**src/rtl/dq_pkg.sv**
```systemverilog
// ----------------------------------------------------------------------------
// dq_pkg
// shared types and constants for the double-ended queue unit
// ----------------------------------------------------------------------------
`timescale 1ns / 1ps

package dq_pkg;

  localparam int DQ_DEPTH = 16;
  localparam int WORD_W   = 32;
  localparam int OP_W     = 3;
  localparam int STAT_W   = 2;
  localparam int CNT_W    = 5;

  typedef enum logic [OP_W-1:0] {
    OP_PUSH_FRONT = 3'd0,
    OP_PUSH_REAR  = 3'd1,
    OP_POP_FRONT  = 3'd2,
    OP_POP_REAR   = 3'd3,
    OP_CLEAR      = 3'd4
  } op_t;

  typedef enum logic [STAT_W-1:0] {
    ST_OK        = 2'd0,
    ST_UNDERFLOW = 2'd1,
    ST_OVERFLOW  = 2'd2
  } status_t;

  typedef enum logic {
    ST_IDLE = 1'b0,
    ST_LOAD = 1'b1
  } state_t;

endpackage

```
**src/rtl/dq_ram.sv**
```systemverilog
// ----------------------------------------------------------------------------
// dq_ram
// slot memory: one write port, two registered read ports, write-first
// ----------------------------------------------------------------------------
`timescale 1ns / 1ps

module dq_ram #(
  parameter int DEPTH = dq_pkg::DQ_DEPTH,
  parameter int WIDTH = dq_pkg::WORD_W,
  localparam int AW   = $clog2(DEPTH)
) (
  input  logic             clk,
  input  logic             we,
  input  logic [AW-1:0]    wa,
  input  logic [WIDTH-1:0] wd,
  input  logic             re,
  input  logic [AW-1:0]    ra0,
  input  logic [AW-1:0]    ra1,
  output logic [WIDTH-1:0] rd0,
  output logic [WIDTH-1:0] rd1
);

  logic [WIDTH-1:0] mem [DEPTH];

  always_ff @(posedge clk) begin
    if (we) begin
      mem[wa] <= wd;
    end
  end

  // a read of the entry written in the same cycle returns the new word
  always_ff @(posedge clk) begin
    if (re) begin
      rd0 <= (we && wa == ra0) ? wd : mem[ra0];
      rd1 <= (we && wa == ra1) ? wd : mem[ra1];
    end
  end

endmodule

```
**src/rtl/double_ended_queue_unit.sv**
```systemverilog
// an accepted item takes the unit to its load state; the result is registered
//   from there once the output register is empty or being read, and no new item
//   is taken until then; the load uses the slot memory read after the pointer update
// a finished result waits in the output register while the next item is taken
// reset: synchronous; pointers and count go to zero, slot contents stay as is
// ----------------------------------------------------------------------------
// double_ended_queue_unit
// bounded double-ended queue of signed words held in a ring of slots
// ----------------------------------------------------------------------------
`timescale 1ns / 1ps

module double_ended_queue_unit #(
  parameter int DEPTH = dq_pkg::DQ_DEPTH
) (
  input  logic        clk,
  input  logic        rst,
  input  logic        s_axis_tvalid,
  output logic        s_axis_tready,
  input  logic [31:0] s_axis_tdata,   // value[31:0]
  input  logic [2:0]  s_axis_tuser,   // operation[2:0]
  output logic        m_axis_tvalid,
  input  logic        m_axis_tready,
  // status[1:0], front_value[33:2], rear_value[65:34], count[70:66], is_empty[71]
  output logic [71:0] m_axis_tdata
);

  localparam int PTR_W = $clog2(DEPTH);
  localparam int OCC_W = $clog2(DEPTH + 1);
  localparam int CNT_W = dq_pkg::CNT_W;
  localparam int WORD_W = dq_pkg::WORD_W;
  localparam logic [PTR_W-1:0] LAST = PTR_W'(DEPTH - 1);
  localparam logic [OCC_W-1:0] FULL = OCC_W'(DEPTH);

  dq_pkg::state_t state, state_next;

  logic [PTR_W-1:0] front_ptr, front_ptr_next;
  logic [PTR_W-1:0] rear_ptr, rear_ptr_next;
  logic [OCC_W-1:0] occupancy, occupancy_next;
  dq_pkg::status_t  status_next;
  dq_pkg::status_t  pend_status;
  logic [OCC_W-1:0] pend_occ;

  logic             accept;
  logic             load_out;
  logic             wr_en;
  logic [PTR_W-1:0] wr_addr;
  logic [PTR_W-1:0] rear_last;
  logic [WORD_W-1:0] rd_front, rd_rear;

  logic              out_valid;
  logic [1:0]        out_status;
  logic [WORD_W-1:0] out_front, out_rear;
  logic [CNT_W-1:0]  out_count;
  logic              out_empty;
  logic [CNT_W+OCC_W-1:0] occ_ext;

  function automatic logic [PTR_W-1:0] ring_next(input logic [PTR_W-1:0] p);
    return (p == LAST) ? '0 : p + 1'b1;
  endfunction

  function automatic logic [PTR_W-1:0] ring_prev(input logic [PTR_W-1:0] p);
    return (p == '0) ? LAST : p - 1'b1;
  endfunction

  assign accept = s_axis_tvalid && s_axis_tready;

  // pointer and count update for the item on the input side
  always_comb begin
    front_ptr_next = front_ptr;
    rear_ptr_next  = rear_ptr;
    occupancy_next = occupancy;
    status_next    = dq_pkg::ST_OK;
    wr_en          = 1'b0;
    wr_addr        = rear_ptr;
    case (dq_pkg::op_t'(s_axis_tuser))
      dq_pkg::OP_PUSH_FRONT: begin
        if (occupancy >= FULL) begin
          status_next = dq_pkg::ST_OVERFLOW;
        end else begin
          front_ptr_next = ring_prev(front_ptr);
          wr_addr        = front_ptr_next;
          wr_en          = accept;
          occupancy_next = occupancy + 1'b1;
        end
      end
      dq_pkg::OP_PUSH_REAR: begin
        if (occupancy >= FULL) begin
          status_next = dq_pkg::ST_OVERFLOW;
        end else begin
          wr_addr        = rear_ptr;
          wr_en          = accept;
          rear_ptr_next  = ring_next(rear_ptr);
          occupancy_next = occupancy + 1'b1;
        end
      end
      dq_pkg::OP_POP_FRONT: begin
        if (occupancy == '0) begin
          status_next = dq_pkg::ST_UNDERFLOW;
        end else begin
          front_ptr_next = ring_next(front_ptr);
          occupancy_next = occupancy - 1'b1;
        end
      end
      dq_pkg::OP_POP_REAR: begin
        if (occupancy == '0) begin
          status_next = dq_pkg::ST_UNDERFLOW;
        end else begin
          rear_ptr_next  = ring_prev(rear_ptr);
          occupancy_next = occupancy - 1'b1;
        end
      end
      dq_pkg::OP_CLEAR: begin
        front_ptr_next = '0;
        rear_ptr_next  = '0;
        occupancy_next = '0;
      end
      default: begin
      end
    endcase
  end

  assign rear_last = ring_prev(rear_ptr_next);

  dq_ram #(
    .DEPTH (DEPTH),
    .WIDTH (WORD_W)
  ) u_ram (
    .clk (clk),
    .we  (wr_en),
    .wa  (wr_addr),
    .wd  (s_axis_tdata),
    .re  (accept),
    .ra0 (front_ptr_next),
    .ra1 (rear_last),
    .rd0 (rd_front),
    .rd1 (rd_rear)
  );

  // next state
  always_comb begin
    state_next = state;
    case (state)
      dq_pkg::ST_IDLE: begin
        if (accept) begin
          state_next = dq_pkg::ST_LOAD;
        end
      end
      dq_pkg::ST_LOAD: begin
        if (load_out) begin
          state_next = dq_pkg::ST_IDLE;
        end
      end
      default: state_next = dq_pkg::ST_IDLE;
    endcase
  end

  // state outputs
  always_comb begin
    s_axis_tready = 1'b0;
    load_out      = 1'b0;
    case (state)
      dq_pkg::ST_IDLE: s_axis_tready = 1'b1;
      dq_pkg::ST_LOAD: load_out = !out_valid || m_axis_tready;
      default: begin
      end
    endcase
  end

  always_ff @(posedge clk) begin
    if (rst) begin
      state     <= dq_pkg::ST_IDLE;
      front_ptr <= '0;
      rear_ptr  <= '0;
      occupancy <= '0;
      out_valid <= 1'b0;
    end else begin
      state <= state_next;
      if (accept) begin
        front_ptr <= front_ptr_next;
        rear_ptr  <= rear_ptr_next;
        occupancy <= occupancy_next;
      end
      if (load_out) begin
        out_valid <= 1'b1;
      end else if (m_axis_tready) begin
        out_valid <= 1'b0;
      end
    end
  end

  assign occ_ext = {{CNT_W{1'b0}}, pend_occ};

  always_ff @(posedge clk) begin
    if (accept) begin
      pend_status <= status_next;
      pend_occ    <= occupancy_next;
    end
    if (load_out) begin
      out_status <= pend_status;
      out_empty  <= (pend_occ == '0);
      out_count  <= occ_ext[CNT_W-1:0];
      out_front  <= (pend_occ == '0) ? '1 : rd_front;
      out_rear   <= (pend_occ == '0) ? '1 : rd_rear;
    end
  end

  assign m_axis_tvalid = out_valid;
  assign m_axis_tdata  = {out_empty, out_count, out_rear, out_front, out_status};

  // ring consistency: rear sits occupancy slots past front
  logic [PTR_W:0] ptr_sum;
  logic [PTR_W:0] ptr_wrap;
  logic [PTR_W-1:0] rear_expect;
  assign ptr_sum     = {1'b0, front_ptr} + (PTR_W+1)'(occupancy);
  assign ptr_wrap    = ptr_sum - (PTR_W+1)'(DEPTH);
  assign rear_expect = (ptr_sum >= (PTR_W+1)'(DEPTH)) ? ptr_wrap[PTR_W-1:0]
                                                       : ptr_sum[PTR_W-1:0];

  a_occ_bound: assert property (@(posedge clk) disable iff (rst)
    occupancy <= FULL)
    else $error("occupancy above depth");

  a_ring: assert property (@(posedge clk) disable iff (rst)
    (occupancy == FULL) || (rear_ptr == (PTR_W)'(front_ptr + occupancy)) ||
    (rear_ptr == rear_expect))
    else $error("front, rear and occupancy disagree");

  a_accept_load: assert property (@(posedge clk) disable iff (rst)
    accept |=> (state == dq_pkg::ST_LOAD))
    else $error("accepted item not taken to load");

  a_underflow_empty: assert property (@(posedge clk) disable iff (rst)
    (m_axis_tvalid && out_status == dq_pkg::ST_UNDERFLOW) |-> out_empty)
    else $error("underflow reported on a non-empty queue");

endmodule

```
**config.mk**
```make
export PLATFORM = sky130hd
export DESIGN_NAME = double_ended_queue_unit
export DESIGN_NICKNAME = d
export VERILOG_FILES = /design/src/rtl/dq_pkg.sv /design/src/rtl/dq_ram.sv /design/src/rtl/double_ended_queue_unit.sv
export SDC_FILE = /design/constraint.sdc
export NUM_CORES = 1
export LEC_CHECK = 0
export BUFFER_PORTS_ARGS = -buffer_cell sky130_fd_sc_hd__buf_2
export CELL_PAD_IN_SITES_DETAIL_PLACEMENT = 0
export CELL_PAD_IN_SITES_GLOBAL_PLACEMENT = 1
export CORE_MARGIN = 4
export CORE_UTILIZATION = 56
export CTS_CLUSTER_DIAMETER = 30
export CTS_CLUSTER_SIZE = 28
export DETAILED_ROUTE_END_ITERATION = 6
export PLACE_DENSITY = 0.82
export SLEW_MARGIN = 10
export SYNTH_ARGS = -nofsm -noshare
export SYNTH_HDL_FRONTEND = slang
export SYNTH_SLANG_ARGS = --single-unit
```
**constraint.sdc**
```tcl
create_clock -name clk -period 11.7 [get_ports clk]
set_input_delay 1.17 -clock clk [delete_from_list [all_inputs] [get_ports clk]]
set_output_delay 1.17 -clock clk [all_outputs]
set_load 0.1 [all_outputs]
```
## Word level (Yosys, flattened, before mapping)

Memory sizes are Yosys's and may differ from the RTL's. A register that Yosys moved wholly into a read port is not among the register bits.
Cells that the tools add are included.
W data, S select, Z words.

| word-level totals | value |
|---|---|
| register bits after elaboration | 94 |
| memory bits (writable) | 512 |
| bits of input ports | 39 |
| word-level logic and storage cells | 70 |
| memories | 1 |

| cells by class | value |
|---|---|
| add/sub/neg operators | 7 |
| magnitude comparators | 1 |
| equal/unequal tests | 6 |
| muxes and demuxes | 30 |
| bitwise gates (word level) | 1 |
| reduce and logical (&&, ||, !) cells | 12 |

Memories:

| memory | words | width | read ports | clocked after Yosys merged registers in | write ports | line | text |
|---|---|---|---|---|---|---|---|
| u_ram.mem | 16 | 32 | 2 | 2 | 1 | dq_ram.sv:23 | `logic [WIDTH-1:0] mem [DEPTH];` |

Operators by type and width:

| kind | count |
|---|---|
| $mux W4 | 11 |
| $pmux W4 S3 | 2 |
| $pmux W5 S3 | 1 |
| $logic_not A4 Y1 | 3 |
| $sub A4 B1 Y4 const B | 3 |
| $mux W1 | 11 |
| $logic_not A5 Y1 | 2 |
| $mux W5 | 2 |
| $add A4 B1 Y4 const B | 2 |
| $eq A4 B4 Y1 const B | 2 |
| $eq A3 B2 Y1 const B | 2 |
| $add A5 B1 Y5 const B | 1 |
| $ge A5 B5 Y1 const B | 1 |
| $sub A5 B1 Y5 const B | 1 |
| $pmux W2 S2 | 1 |
| $reduce_or A2 Y1 | 2 |
| $eq A3 B1 Y1 const B | 1 |
| $eq A3 B3 Y1 const B | 1 |
| $logic_not A3 Y1 | 1 |
| $mux W2 | 1 |
| $pmux W1 S2 | 1 |
| $reduce_bool A2 Y1 | 1 |
| $logic_and A1 B1 Y1 | 1 |
| $logic_not A1 Y1 | 1 |
| 2 further kinds | 2 |

## Logic depth before layout (Yosys ltp)

Gate-level depths: netlist (run 1).

| logic depth | value |
|---|---|
| depth after elaboration | 6 |
| mapped depth | 19 |
| gate-level depth less buffers | 15 |

## Modules after synthesis

A second synthesis (run 1) with hierarchy kept.

| second synthesis, totals | value |
|---|---|
| cell total of the unflattened synthesis | 1598 |
| area, all modules | 30098.9 sq um |

Modules (own cells, without submodules):

| module | times used | cells each | area each (sq um) |
|---|---|---|---|
| dq_ram | 1 | 1220 | 25650.9 |
| double_ended_queue_unit | 1 | 378 | 4448.0 |

## Worst setup path before layout (run 1)

Ideal clock, no wire load.

| timing | value |
|---|---|
| path kind | input port to flip-flop |
| from | in m_axis_tready |
| to | reg out_count[0], enable pin |
| setup time | 0.528 ns |
| arrival | 4.759 ns |
| setup slack | 6.413 ns |
| stages | 2 |
| path buffers | 0 |
| cell sequence | inv_1 > a21oi_1 |

| on the way | value |
|---|---|
| longest elaborated chain between the ends | 2 |

Ends and longest elaborated chain:

| what | line | text |
|---|---|---|
| start, declared | double_ended_queue_unit.sv:22 | `input logic m_axis_tready,` |
| $logic_or A1 B1 Y1 | double_ended_queue_unit.sv:163 | `dq_pkg::ST_LOAD: load_out = !out_valid \|\| m_axis_tready;` |
| $mux W1 | double_ended_queue_unit.sv:161 | `case (state)` |
| via load_out | double_ended_queue_unit.sv:44 | `logic load_out;` |
| end signal, assigned | double_ended_queue_unit.sv:201 | `out_count <= occ_ext[CNT_W-1:0];` |
| end, declared | double_ended_queue_unit.sv:53 | `logic [CNT_W-1:0] out_count;` |

The timed path passes the listed nets, and every way through them passes these cells.
A chain may end at the register's enable or synchronous reset.

## Worst setup path after layout (run 1)

| timing | value |
|---|---|
| from | reg occupancy[0] |
| to | reg u_ram.rd1[23] (read register of u_ram.mem) (data pin) |

| on the way | value |
|---|---|
| longest elaborated chain between the ends | 5 |
| elaborated cells on any way between the ends | 8 |

Ends and longest elaborated chain:

| what | line | text |
|---|---|---|
| start, declared | double_ended_queue_unit.sv:38 | `logic [OCC_W-1:0] occupancy, occupancy_next;` |
| start signal, assigned | double_ended_queue_unit.sv:181 | `occupancy <= occupancy_next;` |
| $ge A5 B5 Y1 or $logic_not A5 Y1 (tied branches) | double_ended_queue_unit.sv:87, double_ended_queue_unit.sv:105 |  |
| $mux W4 (on tied branches) | double_ended_queue_unit.sv:87, double_ended_queue_unit.sv:105 |  |
| $pmux W4 S3 * | double_ended_queue_unit.sv:75 | `case (dq_pkg::op_t'(s_axis_tuser))` |
| $sub A4 B1 Y4 or $logic_not A4 Y1 (tied branches) | double_ended_queue_unit.sv:62 | `return (p == '0) ? LAST : p - 1'b1;` |
| $mux W4 * | double_ended_queue_unit.sv:62 |  |
| end, declared | dq_ram.sv:20 | `output logic [WIDTH-1:0] rd1` |

Mark *: on every way between the ends. The rest lies on a longest branch, timed or not.

==> qor.csv, run 1 <==
metric;value;unit
syn2layout_area_growth;16.1;%
die_area;61200;um^2
gp_congestion;0.842;
critPathMaxFanout;90;
clock.fmax;0.144;GHz
hold_path.class;flop to flop;
cts_root_buffer;clkbuf_16;
finalWorstPathRequiredPeriod;6.93;ns
grt_overflow;0;
netlist_area;32100;um^2
chipWidth;247;um
via_per_inst;7.02;
synth_edf_count;655;
ant_nets;0;
synth.distinct_cells;87;
layout.nets;2179;
slew_violations;0;
syn_nets;2096;
clkSinkCount;670;
setup_tns;0;ns
cp_data_arrival_time;7.45;ns
async_reset_ff_share;0;%
cts_tree;built;
r2r_setup_slack;4.77;ns
ys.flop_type;edfxtp_1;
avgRoutedWirePerCell;29.3;um
status;completed;
start_kind;flop;
synth_top_area_share;61.3;%
start_util;56.8;%
worst_ep_required_time;12.22;ns
grt_pass1_wl;132;mm
worst_setup_path_end_kind;flop;
wl;87.8;mm
grt_pass1_vias;21300;
cts_resized;0;
crit_type;flop to flop;
htreeDepth;3;
pre_cts_ws;4.26;ns
numPortBuffers;112;
route.detailed.drc;0;
grt_max_degree;157;
cap_violations;0;
drtIter0Drc;2421;
ys.warnings.count;0;
clock_skew;0.0484;ns
layout_worst_path_cycle_share;59.2;%
power;0.00747;W
cts_buffers;120;
dpl.cell_count;2764;
setup_viol;0;
peakVddDrop;144;uV
core.rowCount;87;
worst_slack;4.77;ns
relSlewSlack;14.2;%
drive_gt1_share;28.8;%
vias;21000;
clockBufferDepth;3;
synthCells;2047;
synth_area_leaders;edfxtp_1 61%, mux4_2 9.0%, mux2i_1 5.9%;
worstReg2RegEnd;u_ram.rd1[23]$_DFFE_PP_;
avgSynthCellArea;15.7;um^2
setup.worst_path.end;u_ram.rd1[23]$_DFFE_PP_;
rsz0062_at_grt;no;
fin_cells;2994;
startpoint;occupancy[0]$_SDFFE_PP0P_;
leakage;13.5;nW
grtUsageTotal;28.4;%
power_density;201;nW/um^2
cts.clk_slew.worst_paths;0.06;ns
first_pass_iters;5;
io_pins;113;
core;56500;um^2
worst_r2r_startpoint;occupancy[0]$_SDFFE_PP0P_;
worstMarginPinSlew;1.29;ns
yosys.area.top_type;edfxtp_1;
final_hold_viol_count;0;
hold_buffers;0;
rr_worst_depth;16;
nFillCells;3875;
ys_seq_area_share;62.3;%
holdPathStages;0;
clk_latency;0.68;ns
dieHeight;247;um
hpwl;45.8;mm
cts_setup_buffers;0;
synth_seq_cells;670;
antenna_found_initial;2;
routing by layer:
metal,up-vias,global-route usage [%],wire length [um]
li1,8823,-,-
met1,10600,38.2,33800
met2,1314,45.9,42300
met3,238,5.72,8290
met4,2,12.0,3350
met5,-,0,19
power breakdown:
group          leakage [nW]  internal (W)  switching, W
clock                  1.96       0.00218       0.00124
combinational          5.47      0.000417      0.000837
sequential             6.08       0.00276     0.0000352
final cells by class:
type,count,area [um^2],area share [%]
clock buffers,134,3080,8.26
clock inverters,94,997,2.68
inverters,17,66.3,0.178
repair buffers,158,918,2.47
diodes,2,5.00,0.0134
flip-flops and latches,670,20000,53.6
well taps,756,946,2.54
multi-input cells,1163,11300,30.3
worst max-delay path: stages, from the launching register on:
cell       delay [ns]
dfxtp_1          0.36
inv_1            0.13
ha_1             0.18
or4b_4           0.59
a221oi_2         0.37
a31oi_4          0.05
buf_4            0.32
inv_2            0.19
ha_1             0.30
clkinv_2         0.59
a21oi_2          0.61
a21o_4           0.79
buf_4            1.02
a2111oi_0        0.31
o41ai_1          0.51
o221ai_1         0.21
a21oi_1          0.21
sequential cells by signal, summed over array words and instances, names as in the netlist:
signal / count
rear_ptr: 4
occupancy: 5
out_empty: 1
out_front: 32
out_rear: 32
u_ram.rd1: 32
pend_occ: 5
out_count: 5
front_ptr: 4
out_status: 2
u_ram.mem: 512
m_axis_tvalid: 1
pend_status: 2
u_ram.rd0: 32
state: 1
cells in the final DEF (no fill, tap or decap), types with 65 or more instances in the layout:
| cell type | n |
|---|---|
| mux4_2 | 128 |
| a211oi_1 | 103 |
| a22oi_1 | 65 |
| buf_2 | 112 |
| clkbuf_16 | 121 |
| nand2_1 | 70 |
| o311a_1 | 125 |
| or2_2 | 67 |
| edfxtp_1 | 655 |
| mux2i_1 | 188 |
worst min path at each step:
stage / endpoint / slack, ns / startpoint
6_report: out_status[0]$_DFFE_PP_ / 0.43 / pend_status[0]$_DFFE_PP_
5_1_grt: out_status[0]$_DFFE_PP_ / 0.45 / pend_status[0]$_DFFE_PP_
4_1_cts: out_status[0]$_DFFE_PP_ / 0.43 / pend_status[0]$_DFFE_PP_
3_5_place_dp: out_status[0]$_DFFE_PP_ / 0.42 / pend_status[0]$_DFFE_PP_
3_3_place_gp: out_status[1]$_DFFE_PP_ / 0.40 / pend_status[1]$_DFFE_PP_
2_1_floorplan: out_status[0]$_DFFE_PP_ / 0.40 / pend_status[0]$_DFFE_PP_
kinds of logic (layout without fill, tap and decap cells):
group / count (synthesis) / in the layout / synth area share (%)
XOR/XNOR: 9 / 9 / 0.269
adder cells (fa/ha/maj): 10 / 10 / 0.390
multiplexers: 349 / 349 / 16.0
buffers and inverters: 214 / 403 / 3.28
flip-flops: 670 / 670 / 62.3
other: 0 / 2 / 0
AO/OA/AOI/OAI: 511 / 511 / 13.1
AND/OR/NAND/NOR: 284 / 284 / 4.70
cells in the mapped netlist, types with 30 or more instances:
cell       instances
a2111oi_0         33
a211oi_1         103
a21oi_1           57
a22oi_1           65
buf_2             65
clkbuf_1          95
edfxtp_1         655
mux2_2            30
mux2i_1          188
mux4_2           128
nand2_1           71
nor2_1            51
nor3_1            36
o221ai_1          31
o311a_1          125
o41ai_1           32
or2_2             67
metrics by stage:
step,instance area (um^2),utilization [%],hold slack [ns]
after floorplan,32100,-,0.400
after global placement,33200,58.7,0.405
after detailed placement,33200,58.7,0.419
after CTS,37200,65.9,0.430
after global routing,37200,65.9,0.446
final,37200,65.9,0.426
Power figures use the tool's default switching activity.
==> inputs of run 2 (changes only) <==
--- a/config.mk
+++ b/config.mk
@@ -9,11 +9,11 @@
 export CELL_PAD_IN_SITES_DETAIL_PLACEMENT = 0
 export CELL_PAD_IN_SITES_GLOBAL_PLACEMENT = 1
 export CORE_MARGIN = 4
-export CORE_UTILIZATION = 56
+export CORE_UTILIZATION = 48
 export CTS_CLUSTER_DIAMETER = 30
 export CTS_CLUSTER_SIZE = 28
 export DETAILED_ROUTE_END_ITERATION = 6
-export PLACE_DENSITY = 0.82
+export PLACE_DENSITY = 0.75
 export SLEW_MARGIN = 10
 export SYNTH_ARGS = -nofsm -noshare
 export SYNTH_HDL_FRONTEND = slang
==> constraint.sdc (replaced) <==
create_clock -name clk -period 5.95 [get_ports clk]
set_input_delay 0.595 -clock clk [delete_from_list [all_inputs] [get_ports clk]]
set_output_delay 0.595 -clock clk [all_outputs]
set_load 0.1 [all_outputs]
==> qor.csv, run 2 (same netlist as run 1, synthesis figures left out) <==
metric;value;unit;change
antenna_found_initial;1;;was 2
grt_overflow;0;;unchanged
vias;21000;;unchanged
cts_tree;built;;unchanged
cts_buffers;133;;was 120
core;66000;um^2;was 56,500 um^2
numPortBuffers;112;;unchanged
htreeDepth;4;;was 3
largest_reg_flops;512;;unchanged
clock.fmax;0.186;GHz;was 0.144 GHz
gp_congestion;0.819;;was 0.842
rsz0062_at_grt;no;;unchanged
first_pass_iters;6;;was 5
grt_pass1_wl;136;mm;was 132 mm
diodes;0;;was 2
peakVddDrop;254;uV;was 144 uV
grt_pass1_vias;21200;;was 21,300
largest-register;u_ram.mem;;unchanged
critPathMaxFanout;48;;was 90
io_pins;113;;unchanged
power_density;410;nW/um^2;was 201 nW/um^2
cp_data_arrival_time;5.93;ns;was 7.45 ns
final_cell_mix;655 x edfxtp_1, 188 x mux2i_1, 138 x clkbuf_16;;was 655 x edfxtp_1, 188 x mux2i_1, 128 x mux4_2
critPathTopFamily;compound AO/OA/AOI/OAI gates;;unchanged
slowest_delay;0.70;ns;was 1.02 ns
grt_max_degree;130;;was 157
worstMarginPinSlew;1.07;ns;was 1.29 ns
critical_path_buf_inv_count;2;;was 5
final_common_cell;edfxtp_1;;unchanged
clockBufferDepth;3;;unchanged
final_hold_viol_count;0;;unchanged
clk_latency;0.70;ns;was 0.68 ns
setup_tns;0;ns;unchanged
relSlewSlack;28.5;%;was 14.2%
nFillCells;4951;;was 3,875
wl;91.2;mm;was 87.8 mm
met3_usage;5.96;%;was 5.72%
critical-path-slowest-cell;buf_4;;unchanged
met1_usage;33.9;%;was 38.2%
path_cells;or4b_1 > o211ai_1 > o21ai_0 > a22oi_1 > ha_1 > clkinv_2 > a21oi_2 > o21a_4 > buf_4 > a2111oi_0 > o41ai_1 > o221ai_1 > a21oi_1;;was inv_1 > ha_1 > or4b_4 > a221oi_2 > a31oi_4 > buf_4 > inv_2 > ha_1 > clkinv_2 > a21oi_2 > a21o_4 > buf_4 > a2111oi_0 > o41ai_1 > o221ai_1 > a21oi_1
cts_resized;0;;unchanged
cap_violations;0;;unchanged
drtIter0Drc;2451;;was 2,421
core.rowCount;94;;was 87
finalWorstPathRequiredPeriod;5.38;ns;was 6.93 ns
grt_busiest_layer;met2;;unchanged
via_per_inst;6.72;;was 7.02
hold_slack;0.203;ns;was 0.426 ns
worst_ep_required_time;6.50;ns;was 12.22 ns
start_kind;flop;;unchanged
layout_worst_path_cycle_share;90.5;%;was 59.2%
hold_path.class;input port to flop;;was flop to flop
crit_type;flop to flop;;unchanged
cts_setup_buffers;0;;unchanged
drive_gt1_share;29.2;%;was 28.8%
ant_nets;0;;unchanged
die_area;71000;um^2;was 61,200 um^2
cts.clk_slew.worst_paths;0.04;ns;was 0.06 ns
slew_violations;0;;unchanged
grtUsageTotal;25.5;%;was 28.4%
route.detailed.drc;0;;unchanged
setup_viol;0;;unchanged
chipWidth;267;um;was 247 um
dieHeight;267;um;was 247 um
avgRoutedWirePerCell;29.2;um;was 29.3 um
status;completed;;unchanged
leakage;13.9;nW;was 13.5 nW
syn2layout_area_growth;18.9;%;was 16.1%
final_util;57.8;%;was 65.9%
start_util;48.6;%;was 56.8%
clkSinkCount;670;;unchanged
hpwl;48.8;mm;was 45.8 mm
worst_setup_path_end_kind;flop;;unchanged
use_met2;40.8;%;was 45.9%
cts_root_buffer;clkbuf_16;;unchanged
layout.nets;2203;;was 2,179
hold_buffers;0;;unchanged
clock_skew;0.0269;ns;was 0.0484 ns
## run 2: power breakdown
group | switching (W) | leakage (nW) | internal [W] | total, W
logic | 0.00166 | 5.56 | 0.000846 | 0.00251
registers | 0.0000659 | 6.08 | 0.00543 | 0.00550
clock network | 0.00244 | 2.23 | 0.00519 | 0.00763
total | 0.00417 | 13.9 | 0.0115 | 0.0156
## run 2: worst paths after layout
check                            start                 endpoint  slack [ns]  depth (start not counted)
max          occupancy[4]$_SDFFE_PP0P_   u_ram.rd1[6]$_DFFE_PP_        0.57                         13
max reg2reg  occupancy[4]$_SDFFE_PP0P_   u_ram.rd1[6]$_DFFE_PP_        0.57                         13
min                      s_axis_tvalid         state$_SDFF_PP0_        0.20                          3
min reg2reg   pend_status[0]$_DFFE_PP_  out_status[0]$_DFFE_PP_        0.42                          0
## run 2: area by class of cell
| class | instances | area, um^2 | area share [%] |
|---|---|---|---|
| flip-flops and latches | 670 | 20000 | 52.4 |
| multi-input cells | 1163 | 11300 | 29.6 |
| clock buffers | 158 | 3530 | 9.25 |
| repair buffers | 169 | 1110 | 2.92 |
| clock inverters | 85 | 1100 | 2.89 |
| well taps | 864 | 1080 | 2.84 |
| inverters | 17 | 67.6 | 0.177 |
## run 2: metal layers
metal / vias to the layer above / share of wire (%)
met5: - / 0
met2: 1226 / 48
met1: 10700 / 39
li1: 8862 / -
met3: 195 / 8.7
met4: 0 / 3.6
## run 2: worst reg2reg max path: stages (launching register included)
cell and delay (ns):
dfxtp_1 0.61, or4b_1 0.68, o211ai_1 0.17, o21ai_0 0.10
a22oi_1 0.37, ha_1 0.37, clkinv_2 0.14, a21oi_2 0.37
o21a_4 0.49, buf_4 0.71, a2111oi_0 0.22, o41ai_1 0.56
o221ai_1 0.25, a21oi_1 0.18
## run 2: through the flow
| step | setup WS (ns) | cell area, um^2 | instances | total power [W] |
|---|---|---|---|---|
| finish | 0.568 | 38100 | 3126 | 0.0156 |
| global route | 0.284 | 38100 | 3126 | 0.0162 |
| CTS | 0.639 | 38100 | 3126 | 0.0157 |
| detailed placement | 0.598 | 33500 | 2883 | 0.00806 |
| global placement | 0.756 | 33500 | 2883 | 0.00803 |
| floorplan | 1.00 | 32100 | 2047 | 0.00738 |
